`src/rtl/deq_pkg.sv`:
```
// ----------------------------------------------------------------------------
// deq_pkg
// Shared types, constants and ring index helpers for the double-ended queue.
// ----------------------------------------------------------------------------
package deq_pkg;

	// storage geometry
	localparam int CAPACITY    = 64;
	localparam int MAX_RESULTS = 64;
	localparam int DATA_W      = 32;
	localparam int OCC_W       = 7;
	localparam int PTR_W       = (CAPACITY > 1) ? $clog2(CAPACITY) : 1;
	localparam int CNT_W       = $clog2(CAPACITY + 1);
	// number of entries a dump emits at most
	localparam int DUMP_MAX    = (CAPACITY < MAX_RESULTS) ? CAPACITY : MAX_RESULTS;

	// opcodes
	localparam logic [2:0] OP_PUSH_FRONT = 3'd0;
	localparam logic [2:0] OP_PUSH_BACK  = 3'd1;
	localparam logic [2:0] OP_POP_FRONT  = 3'd2;
	localparam logic [2:0] OP_POP_BACK   = 3'd3;
	localparam logic [2:0] OP_DUMP       = 3'd4;

	// result status codes
	typedef enum logic [1:0] {
		ST_DONE  = 2'd0,
		ST_EMPTY = 2'd1,
		ST_FULL  = 2'd2,
		ST_ENTRY = 2'd3
	} status_t;

	// input item
	typedef struct packed {
		logic [2:0]               opcode;
		logic signed [DATA_W-1:0] value;
	} item_t;

	// result item
	typedef struct packed {
		status_t                  status;
		logic signed [DATA_W-1:0] data;
		logic [OCC_W-1:0]         occupancy;
		logic                     last;
	} result_t;

	// datapath commands
	typedef enum logic [2:0] {
		CMD_NONE,
		CMD_PUSH_FRONT,
		CMD_PUSH_BACK,
		CMD_POP_FRONT,
		CMD_POP_BACK,
		CMD_DUMP_FIRST,
		CMD_DUMP_NEXT
	} cmd_t;

	// datapath status towards the controller
	typedef struct packed {
		logic empty;
		logic full;
		logic first_last;  // a dump holds a single entry
		logic next_last;   // the next dump read is the final one
	} dp_status_t;

	// registered result control from the controller
	typedef struct packed {
		logic    valid;
		status_t status;
		logic    last;
		logic    use_ram;
	} rsp_ctl_t;

	// ring helpers
	function automatic logic [PTR_W-1:0] ring_inc(input logic [PTR_W-1:0] p);
		return (p == PTR_W'(CAPACITY - 1)) ? '0 : p + PTR_W'(1);
	endfunction

	function automatic logic [PTR_W-1:0] ring_dec(input logic [PTR_W-1:0] p);
		return (p == '0) ? PTR_W'(CAPACITY - 1) : p - PTR_W'(1);
	endfunction

	function automatic logic [PTR_W-1:0] ring_add(input logic [PTR_W-1:0] p,
		input logic [PTR_W-1:0] o);
		logic [PTR_W:0] sum;
		sum = {1'b0, p} + {1'b0, o};
		if (sum >= (PTR_W+1)'(CAPACITY)) begin
			sum = sum - (PTR_W+1)'(CAPACITY);
		end
		return sum[PTR_W-1:0];
	endfunction

endpackage

```
`src/rtl/deq_ram.sv`:
```
// ----------------------------------------------------------------------------
// deq_ram
// Generic single write, single read RAM with registered read data.
// ----------------------------------------------------------------------------
module deq_ram #(
	parameter int WIDTH = 32,
	parameter int DEPTH = 64
) (
	input  logic                                    clk,
	input  logic                                    we,
	input  logic [((DEPTH > 1) ? $clog2(DEPTH) : 1)-1:0] waddr,
	input  logic [WIDTH-1:0]                        wdata,
	input  logic                                    re,
	input  logic [((DEPTH > 1) ? $clog2(DEPTH) : 1)-1:0] raddr,
	output logic [WIDTH-1:0]                        rdata
);

	logic [WIDTH-1:0] mem_q [DEPTH];

	// write port
	always_ff @(posedge clk) begin
		if (we) begin
			mem_q[waddr] <= wdata;
		end
	end

	// registered read port
	always_ff @(posedge clk) begin
		if (re) begin
			rdata <= mem_q[raddr];
		end
	end

endmodule

```
`src/rtl/deq_ctrl.sv`:
```
// ----------------------------------------------------------------------------
// deq_ctrl
// Controller: decodes accepted items into datapath commands, sequences a
// dump over the stored entries and registers the result control.
// ----------------------------------------------------------------------------
module deq_ctrl (
	input  logic                clk,
	input  logic                arst_n,
	input  logic                start,
	input  logic [2:0]          opcode,
	input  deq_pkg::dp_status_t dp_st,
	output logic                busy,
	output deq_pkg::cmd_t       cmd,
	output deq_pkg::rsp_ctl_t   rsp
);

	typedef enum logic {
		S_IDLE,
		S_DUMP
	} state_t;

	state_t            state_q, state_d;
	deq_pkg::rsp_ctl_t rsp_q, rsp_d;

	assign busy = (state_q == S_DUMP);
	assign rsp  = rsp_q;

	// command decode and next state
	always_comb begin
		state_d       = state_q;
		cmd           = deq_pkg::CMD_NONE;
		rsp_d.valid   = 1'b0;
		rsp_d.status  = deq_pkg::ST_DONE;
		rsp_d.last    = 1'b1;
		rsp_d.use_ram = 1'b0;
		case (state_q)
			S_IDLE: begin
				if (start) begin
					rsp_d.valid = 1'b1;
					case (opcode)
						deq_pkg::OP_PUSH_FRONT: begin
							if (dp_st.full) begin
								rsp_d.status = deq_pkg::ST_FULL;
							end else begin
								cmd = deq_pkg::CMD_PUSH_FRONT;
							end
						end
						deq_pkg::OP_PUSH_BACK: begin
							if (dp_st.full) begin
								rsp_d.status = deq_pkg::ST_FULL;
							end else begin
								cmd = deq_pkg::CMD_PUSH_BACK;
							end
						end
						deq_pkg::OP_POP_FRONT: begin
							if (dp_st.empty) begin
								rsp_d.status = deq_pkg::ST_EMPTY;
							end else begin
								cmd           = deq_pkg::CMD_POP_FRONT;
								rsp_d.use_ram = 1'b1;
							end
						end
						deq_pkg::OP_POP_BACK: begin
							if (dp_st.empty) begin
								rsp_d.status = deq_pkg::ST_EMPTY;
							end else begin
								cmd           = deq_pkg::CMD_POP_BACK;
								rsp_d.use_ram = 1'b1;
							end
						end
						deq_pkg::OP_DUMP: begin
							if (dp_st.empty) begin
								rsp_d.status = deq_pkg::ST_EMPTY;
							end else begin
								cmd           = deq_pkg::CMD_DUMP_FIRST;
								rsp_d.status  = deq_pkg::ST_ENTRY;
								rsp_d.use_ram = 1'b1;
								rsp_d.last    = dp_st.first_last;
								if (!dp_st.first_last) begin
									state_d = S_DUMP;
								end
							end
						end
						default: begin
							rsp_d.status = deq_pkg::ST_DONE;
						end
					endcase
				end
			end
			S_DUMP: begin
				cmd           = deq_pkg::CMD_DUMP_NEXT;
				rsp_d.valid   = 1'b1;
				rsp_d.status  = deq_pkg::ST_ENTRY;
				rsp_d.use_ram = 1'b1;
				rsp_d.last    = dp_st.next_last;
				if (dp_st.next_last) begin
					state_d = S_IDLE;
				end
			end
			default: begin
				state_d = S_IDLE;
			end
		endcase
	end

	// state and registered result control
	always_ff @(posedge clk or negedge arst_n) begin
		if (!arst_n) begin
			state_q       <= S_IDLE;
			rsp_q.valid   <= 1'b0;
			rsp_q.status  <= deq_pkg::ST_DONE;
			rsp_q.last    <= 1'b0;
			rsp_q.use_ram <= 1'b0;
		end else begin
			state_q <= state_d;
			rsp_q   <= rsp_d;
		end
	end

endmodule

```
`src/rtl/deq_dpath.sv`:
```
// ----------------------------------------------------------------------------
// deq_dpath
// Datapath: ring store, front pointer, element count and dump offset.
// ----------------------------------------------------------------------------
module deq_dpath (
	input  logic                                 clk,
	input  logic                                 arst_n,
	input  deq_pkg::cmd_t                        cmd,
	input  logic signed [deq_pkg::DATA_W-1:0]    value,
	input  logic                                 use_ram,
	output deq_pkg::dp_status_t                  dp_st,
	output logic signed [deq_pkg::DATA_W-1:0]    data,
	output logic [deq_pkg::OCC_W-1:0]            occupancy
);

	logic [deq_pkg::PTR_W-1:0]  front_q;
	logic [deq_pkg::CNT_W-1:0]  count_q;
	logic [deq_pkg::CNT_W-1:0]  dcnt_q;
	logic [deq_pkg::CNT_W-1:0]  cnt_m1;
	logic [deq_pkg::CNT_W-1:0]  dump_lim;
	logic [deq_pkg::PTR_W-1:0]  front_dec;
	logic                       we;
	logic                       re;
	logic [deq_pkg::PTR_W-1:0]  waddr;
	logic [deq_pkg::PTR_W-1:0]  raddr;
	logic [deq_pkg::DATA_W-1:0] rdata;

	assign cnt_m1    = count_q - deq_pkg::CNT_W'(1);
	assign front_dec = deq_pkg::ring_dec(front_q);
	assign dump_lim  = (count_q > deq_pkg::CNT_W'(deq_pkg::DUMP_MAX)) ?
		deq_pkg::CNT_W'(deq_pkg::DUMP_MAX) : count_q;

	// status towards the controller
	assign dp_st.empty      = (count_q == '0);
	assign dp_st.full       = (count_q >= deq_pkg::CNT_W'(deq_pkg::CAPACITY));
	assign dp_st.first_last = (dump_lim == deq_pkg::CNT_W'(1));
	assign dp_st.next_last  = ((dcnt_q + deq_pkg::CNT_W'(1)) == dump_lim);

	// store address selection
	always_comb begin
		we    = 1'b0;
		re    = 1'b0;
		waddr = front_q;
		raddr = front_q;
		case (cmd)
			deq_pkg::CMD_PUSH_FRONT: begin
				we    = 1'b1;
				waddr = front_dec;
			end
			deq_pkg::CMD_PUSH_BACK: begin
				we    = 1'b1;
				waddr = deq_pkg::ring_add(front_q, count_q[deq_pkg::PTR_W-1:0]);
			end
			deq_pkg::CMD_POP_FRONT: begin
				re = 1'b1;
			end
			deq_pkg::CMD_POP_BACK: begin
				re    = 1'b1;
				raddr = deq_pkg::ring_add(front_q, cnt_m1[deq_pkg::PTR_W-1:0]);
			end
			deq_pkg::CMD_DUMP_FIRST: begin
				re = 1'b1;
			end
			deq_pkg::CMD_DUMP_NEXT: begin
				re    = 1'b1;
				raddr = deq_pkg::ring_add(front_q, dcnt_q[deq_pkg::PTR_W-1:0]);
			end
			default: begin
				we = 1'b0;
				re = 1'b0;
			end
		endcase
	end

	// pointer, count and dump offset registers
	always_ff @(posedge clk or negedge arst_n) begin
		if (!arst_n) begin
			front_q <= '0;
			count_q <= '0;
			dcnt_q  <= '0;
		end else begin
			case (cmd)
				deq_pkg::CMD_PUSH_FRONT: begin
					front_q <= front_dec;
					count_q <= count_q + deq_pkg::CNT_W'(1);
				end
				deq_pkg::CMD_PUSH_BACK: begin
					count_q <= count_q + deq_pkg::CNT_W'(1);
				end
				deq_pkg::CMD_POP_FRONT: begin
					front_q <= deq_pkg::ring_inc(front_q);
					count_q <= cnt_m1;
				end
				deq_pkg::CMD_POP_BACK: begin
					count_q <= cnt_m1;
				end
				deq_pkg::CMD_DUMP_FIRST: begin
					dcnt_q <= deq_pkg::CNT_W'(1);
				end
				deq_pkg::CMD_DUMP_NEXT: begin
					dcnt_q <= dcnt_q + deq_pkg::CNT_W'(1);
				end
				default: begin
					dcnt_q <= dcnt_q;
				end
			endcase
		end
	end

	// ring store
	deq_ram #(
		.WIDTH(deq_pkg::DATA_W),
		.DEPTH(deq_pkg::CAPACITY)
	) u_ram (
		.clk  (clk),
		.we   (we),
		.waddr(waddr),
		.wdata(value),
		.re   (re),
		.raddr(raddr),
		.rdata(rdata)
	);

	// result payload
	assign data      = use_ram ? rdata : '0;
	assign occupancy = deq_pkg::OCC_W'(count_q);

`ifndef SYNTH
	a_count_bound: assert property (@(posedge clk) disable iff (!arst_n)
		count_q <= deq_pkg::CNT_W'(deq_pkg::CAPACITY))
		else $error("element count above capacity");

	a_pop_not_empty: assert property (@(posedge clk) disable iff (!arst_n)
		(cmd == deq_pkg::CMD_POP_FRONT || cmd == deq_pkg::CMD_POP_BACK) |-> (count_q != '0))
		else $error("pop issued on empty store");

	a_push_count: assert property (@(posedge clk) disable iff (!arst_n)
		(cmd == deq_pkg::CMD_PUSH_FRONT || cmd == deq_pkg::CMD_PUSH_BACK) |=>
		(count_q == $past(count_q) + deq_pkg::CNT_W'(1)))
		else $error("push did not raise the count");

	a_dump_range: assert property (@(posedge clk) disable iff (!arst_n)
		(cmd == deq_pkg::CMD_DUMP_NEXT) |-> (dcnt_q < dump_lim))
		else $error("dump offset past the stored entries");
`endif

endmodule

```
`src/rtl/double_ended_queue.sv`:
```
// ----------------------------------------------------------------------------
// double_ended_queue
// Each result appears in the cycle after its item is accepted.
// Push, pop and unassigned opcodes: one item per cycle while busy is low.
// A dump of n entries gives n results on consecutive cycles, one per read
// of the store's single read port; busy is high while later reads issue.
// Reset clears the front pointer, count and dump offset; store contents are not cleared.
// ----------------------------------------------------------------------------
module double_ended_queue (
	input  logic             clk,
	input  logic             arst_n,
	input  logic             start,
	output logic             busy,
	input  deq_pkg::item_t   item,
	output logic             valid,
	output deq_pkg::result_t result
);

	deq_pkg::cmd_t                     cmd;
	deq_pkg::dp_status_t               dp_st;
	deq_pkg::rsp_ctl_t                 rsp;
	logic signed [deq_pkg::DATA_W-1:0] data;
	logic [deq_pkg::OCC_W-1:0]         occupancy;

	// controller
	deq_ctrl u_ctrl (
		.clk   (clk),
		.arst_n(arst_n),
		.start (start),
		.opcode(item.opcode),
		.dp_st (dp_st),
		.busy  (busy),
		.cmd   (cmd),
		.rsp   (rsp)
	);

	// datapath
	deq_dpath u_dpath (
		.clk      (clk),
		.arst_n   (arst_n),
		.cmd      (cmd),
		.value    (item.value),
		.use_ram  (rsp.use_ram),
		.dp_st    (dp_st),
		.data     (data),
		.occupancy(occupancy)
	);

	// result transfer
	assign valid            = rsp.valid;
	assign result.status    = rsp.status;
	assign result.data      = data;
	assign result.occupancy = occupancy;
	assign result.last      = rsp.last;

endmodule
```
`config.mk`:
```
export PLATFORM = sky130hd
export DESIGN_NAME = double_ended_queue
export DESIGN_NICKNAME = d
export VERILOG_FILES = /design/src/rtl/deq_pkg.sv /design/src/rtl/deq_ram.sv /design/src/rtl/deq_ctrl.sv /design/src/rtl/deq_dpath.sv /design/src/rtl/double_ended_queue.sv
export SDC_FILE = /design/constraint.sdc
export NUM_CORES = 2
export LEC_CHECK = 0
export ABC_CLOCK_PERIOD_IN_PS = 6050
export BUFFER_PORTS_ARGS = -buffer_cell sky130_fd_sc_hd__buf_2
export CAP_MARGIN = 30
export CORE_MARGIN = 2
export CORE_UTILIZATION = 50
export CTS_CLUSTER_SIZE = 14
export DETAILED_ROUTE_END_ITERATION = 8
export GPL_TIMING_DRIVEN = 0
export PLACE_DENSITY = 0.68
export SKIP_CTS_REPAIR_TIMING = 1
export SYNTH_ARGS = -nofsm -noshare
export SYNTH_HDL_FRONTEND = slang
export SYNTH_HIERARCHICAL = 1
export SYNTH_SLANG_ARGS = --single-unit
```
`constraint.sdc`:
```
create_clock -name clk -period 6.05 [get_ports clk]
set_input_delay 1.21 -clock clk [delete_from_list [all_inputs] [get_ports clk]]
set_output_delay 1.21 -clock clk [all_outputs]
set_load 0.03 [all_outputs]
```
---- Word-level counts from Yosys, hierarchy flattened ----
Memories as Yosys holds them, arrays and structs flattened. A register that Yosys moved wholly into a read port is not among the register bits.
Index checks and enable logic that the tools add are counted.
word-level totals
  register bits ........................... 26
  bits in writable memories ............... 2048
  bits of input ports ..................... 38
  output and inout port bits .............. 44
  word-level logic and storage cells ...... 90
  memories ................................ 1
memories
  memory               depth  bits a word  read ports  clocked after memory_dff  write ports  RTL line       source
  u_dpath.u_ram.mem_q  64     32           1           1                         1            deq_ram.sv:18  logic [WIDTH-1:0] mem_q [DEPTH];
cells by class
  add/subtract/negate cells ............... 11
  magnitude comparators ................... 5
  equal/unequal tests ..................... 13
  multiplexer cells ....................... 40
  bitwise gates (word level) .............. 1
  reductions and logical operators ........ 11
operator list
  operator             number
  $pmux 6 s2           3
  $mux 32              1
  $mux 6               5
  $ge 7x7->1 const B   4
  $pmux 7 s2           2
  $sub 6x1->6 const B  4
  $add 6x6->7          3
  $pmux 3 s5           1
  $add 7x1->7 const B  2
  $mux 1               13
  $eq 3x2->1 const B   4
  $eq 3x3->1 const B   4
  $mux 2               5
  $pmux 5 s2           1
  $mux 3               3
  $reduce_or 2->1      4
  $eq 7x1->1 const B   1
  $eq 7x7->1           1
  $gt 7x7->1 const B   1
  $logic_not 7->1      1
  $mux 7               1
  $sub 7x1->7 const B  1
  $add 6x1->6 const B  1
  $eq 3x1->1 const B   2
  10 further kinds     13

---- Logic depth before layout (Yosys ltp) ----
  depth in word-level cells ............... 10
  depth in mapped cells ................... 25
  mapped depth without buffers ............ 21

---- By module ----
The synthesis kept the hierarchy.
modules (own cells, without submodules)
  module     instances  cells each  area an instance (sq um)  sequential area each (sq um)
  deq_ram    1          3324        78835.6                   62459.9
  deq_dpath  1          346         2627.5                    500.5
  deq_ctrl   1          34          335.3                     150.1

---- Worst setup path before layout ----
No wires, ideal clock.
  path kind ............................... reg2reg
  start point ............................. register u_dpath.count_q (netlist bit u_dpath/occupancy[3])
  end point ............................... memory u_dpath.u_ram.mem_q[48][0], enable pin
  setup time .............................. 0.461 ns
  arrival time ............................ 5.804 ns
  data required time ...................... 5.589 ns
  path slack .............................. -0.215 ns
  cell stages (with the launch flop) ...... 15
  path buffers ............................ 3
  clock period less this slack ............ 6.265 ns
  cell sequence ........................... dfrtp_1 -> buf_2 -> or4_1 -> nor3_1 -> nor2_2 -> a211o_1 -> and4_1 -> buf_6 -> nor3b_2 -> a21oi_1 -> a221o_1 -> clkbuf_1 -> nor2b_1 -> nand4b_1 -> nor3_1
RTL lines
  what                    RTL line         source
  from (decl)             deq_dpath.sv:17  logic [deq_pkg::CNT_W-1:0] count_q;
  from (signal assigned)  deq_dpath.sv:85  count_q <= count_q + deq_pkg::CNT_W'(1);
  from (signal assigned)  deq_dpath.sv:88  count_q <= count_q + deq_pkg::CNT_W'(1);
  from (signal assigned)  deq_dpath.sv:92  count_q <= cnt_m1;
  to (decl)               deq_ram.sv:18

==> results.md <==
- The run finished, with violations left.
- The final reports fail on setup timing.
- The synthesized design spends more area on one cell type than any other, namely edfxtp_1.
- edfxtp_1 is the most common cell in the netlist.
- For this design, the sink count on the clock tree is 2,106.
- The area of the die is 166,800 sq um.
- The measured slew at the worst slew-check pin is 1.001 ns.
- The half-perimeter wire length after detailed placement is 160,000 microns.
- The longest clock path from root to sink contains 3 buffers.
- The number of hold-slack violations in the final timing report is 0.
- Derived from the worst setup path, the maximum achievable clock frequency is 164.2 MHz.
- The worst setup path is launched from a flop.
- The width of the die is 408.5 microns.
- The initial antenna violation count is 16.
- The final worst slack is -0.04031 ns.
- By area the synthesized netlist is led by edfxtp_1 76%, mux4_2 15%, mux2i_1 1.2%.
- The number of remaining DRC errors is 0.
- Once layout is complete, the cells apart from fillers number 6,621.
- The most common flop cell mapped by yosys is edfxtp_1.
- The buffers plus inverters on the worst setup path is 7.
- From bottom edge to top edge, the die measures 408.5 microns.
- Of the available clock period, the critical path in the final layout requires 1.007.
- For this run, the detailed router's first-pass iteration total came to 6.
- Counting tap cells, the placed design contains a total of 6,096 instances.
- The largest individual stage delay along the critical path comes from the cell or4_4.
- The clock skew is 0.05046 ns.
- The number of placement rows is 148.
- Yosys printed 6 warnings.
- The number of top-level design ports is 82.
- The synthesized design contains 2,080 enable-type register cells.
- The congestion estimate from routability-driven global placement came to 0.9768.
- For this block, the routed nets add up to 244,100 microns of wire.
- Synthesis handed over a netlist of 3,704 instances.
- The number of distinct library cells after synthesis is 71.
- The tool flagged a number of max-cap violations equal to 0.
- For the worst-skew pair, the clock arrives at the later sink with an insertion delay of 0.84 ns.
- The worst register-to-register path begins at u_dpath/occupancy[3].
- The worst register-to-register path ends at u_dpath/u_ram/rdata[10].
- The routed design could run at a clock period as short as 6.090 ns.
- The largest single stage delay on the critical path is 0.56 ns.
- Clock-pin slew was measured on the worst setup and hold paths at 0.06 ns.
- For this run, the total global-route usage over all layers was measured as 0.2885.
- The mean area per synthesized cell is 22.08 sq um.
- Relative to the synthesized area, the layout overhead comes to 18.92%.
- Of all nets on the critical path, the largest fanout is 10.
- Ranked by instance count, the synthesized netlist is headed by 2,080 x edfxtp_1, 544 x mux4_2, 160 x nor2_1.
- Synthesis produced a netlist with a net count of 3,762.
- The kind of end point of the critical path is a flop.
- The per-cell routed wire length is 36.87 microns.
- The clock tree root buffer cell is clkbuf_16.
- The count of buffers added on input and output ports is 81.
- After synthesis the cells add up to 81,800 sq um.
- The path class of the lowest-slack min-delay path is input pin to asynchronous set/reset pin.
- The number of nets in the final layout is 4,333.
- The finished cells cover 97,280 sq um.
- The family of cells with the greatest summed delay on the critical path is simple AND/OR/NAND/NOR gates.
- The share of synthesized registers carrying an async set or reset is 0.01235.
- The detailed router finished its first iteration with 7,757 violations.
- Of the cells placed in the final design, the portion with a size suffix greater than 1 is 0.3485.
- In this run the remaining antenna-violating nets after routing total 0.
- STA puts the critical path data required time at 6.67 ns.
- The cell that appears most often on the critical path is buf_4.
- The top cell type's share of synthesized area is 0.7636.
- The final count of negative-setup-slack endpoints is 2.
- The post-placement cell area is 88,010 sq um.
- The final route contains 43.59k vias.
- The detail-routed via count per cell is 6.584.
- The number of global-route vias before repair is 41.11k.
- After global routing the overflow that remains totals 0.
- The type of the setup path with the least slack is flop to flop.
- The number of fillers in the final layout is 11.23k.
- The length in cells of the worst reg-to-reg path is 26.
- For the worst setup path, the data arrival time is 6.71 ns.
- The flop-to-flop setup slack is -0.04 ns.
- The clock buffer count from CTS is 204.
- Counting flops and latches in the post-synthesis netlist gives 2,106.
- The count of pins over their slew limit is 0.
- Measured against its own limit, the worst slew margin works out to 0.3326.
- The global-route wire length before repair is 329,400 microns.
- The share of the yosys chip area belonging to registers is 0.7715.
- The core region is 162,600 sq um.
- The clock tree from TritonCTS is built.
- The count of H-tree levels built during CTS is 4.
- The initial utilization of the core area, before any placement, comes to 0.5031.
- The maximum number of pins on one net before global-route repair is 65.
registers in the layout (all words and copies together) (netlist names):
register and flops:
u_ctrl/busy 1, u_dpath/u_ram/mem_q 2048, u_dpath/u_ram/rdata 32, u_dpath/occupancy 7, u_dpath/dcnt_q 7, u_dpath/front_q 6
u_ctrl/rsp 5
cells by family (layout without fill, tap and decap cells):
group | after synthesis | in the layout | share of synthesized area
adder cells (fa/ha/maj) | 20 | 20 | 0.003243
multiplexers | 644 | 644 | 0.1621
AND/OR/NAND/NOR | 373 | 373 | 0.02236
AO/OA/AOI/OAI | 307 | 307 | 0.02452
other | 0 | 7 | 0
XOR/XNOR | 30 | 30 | 0.003212
flip-flops | 2106 | 2106 | 0.7715
buffers and inverters | 224 | 959 | 0.01305
placed cells by master (no fill, tap or decap), types with 13 or more instances in the layout:
| cell type | Yosys | routed |
|---|---|---|
| edfxtp_1 | 2080 | 2080 |
| mux4_2 | 544 | 544 |
| clkbuf_16 | 0 | 207 |
| buf_12 | 0 | 144 |
| buf_4 | 25 | 132 |
| buf_2 | 62 | 101 |
| mux2i_1 | 96 | 90 |
| clkbuf_1 | 90 | 79 |
| nor2_1 | 160 | 77 |
| o22ai_1 | 86 | 66 |
| nor2_4 | 0 | 66 |
| a21oi_1 | 88 | 62 |
| nand2_1 | 59 | 56 |
| clkinv_2 | 0 | 43 |
| buf_8 | 0 | 42 |
| clkbuf_4 | 0 | 42 |
| clkinv_1 | 0 | 39 |
| and2_1 | 36 | 35 |
| clkbuf_2 | 2 | 34 |
| buf_6 | 7 | 30 |
| o21ai_0 | 30 | 28 |
| dfrtp_1 | 26 | 25 |
| o221ai_1 | 28 | 22 |
| a21oi_2 | 0 | 22 |
| nor2_2 | 1 | 18 |
| nor2b_1 | 17 | 17 |
| ha_1 | 18 | 17 |
| xnor2_1 | 15 | 15 |
| bufinv_16 | 0 | 14 |
| inv_1 | 14 | 14 |
| a22oi_1 | 14 | 14 |
| xor2_1 | 15 | 14 |
| nand3_1 | 13 | 13 |
layout make-up:
cell class	instances	area [sq um]	share of cell area
Antenna cell	7	17.52	0.0001801
Inverter	15	56.30	0.0005788
Clock inverter	115	1081	0.01111
Sequential cell	2106	63110	0.6488
Buffer	200	1396	0.01435
Timing Repair Buffer	374	4880	0.05016
Clock buffer	255	5339	0.05488
Multi-Input combinational cell	1374	18670	0.1920
Tap cell	2175	2721	0.02798
how the worst max path moves through the flow:
stage                         start                     endpoint  slack [ns]  cells past startpoint
2_1_floorplan  u_dpath/occupancy[3]   u_dpath/u_ram/mem_q[39][0]        0.25                     18
4_1_cts        u_dpath/occupancy[3]      u_dpath/u_ram/rdata[19]       -1.73                     23
6_report       u_dpath/occupancy[3]      u_dpath/u_ram/rdata[10]       -0.04                     26
3_5_place_dp   u_dpath/occupancy[3]       u_dpath/u_ram/rdata[6]       -1.73                     23
3_3_place_gp   u_dpath/occupancy[3]  u_dpath/u_ram/mem_q[23][16]       -3.09                     15
5_1_grt        u_dpath/occupancy[3]      u_dpath/u_ram/rdata[10]       -0.09                     26
layer usage:
metal	wire length (microns)	vias up	global-route usage
met5	524	-	0.008046
met4	11740	4	0.1180
met3	33240	563	0.08218
met2	112000	3351	0.4356
li1	-	16809	-
met1	86570	22865	0.3984
per-stage QoR:
step / setup slack (ns) / hold slack, ns / setup TNS, ns / utilization
after floorplan: 0.2526 / 0.5204 / 0 / -
after global placement: -3.089 / 0.5467 / -5409.82 / 0.5224
after detailed placement: -1.727 / 0.5608 / -661.72 / 0.5413
after CTS: -1.726 / 0.3668 / -699.38 / 0.5808
after global routing: -0.08733 / 0.4453 / -0.9165 / 0.5982
final: -0.04031 / 0.4121 / -0.05815 / 0.5983
Power is not shown: default switching activity piles up to over one toggle a cycle in this logic, so the estimate is an artifact.
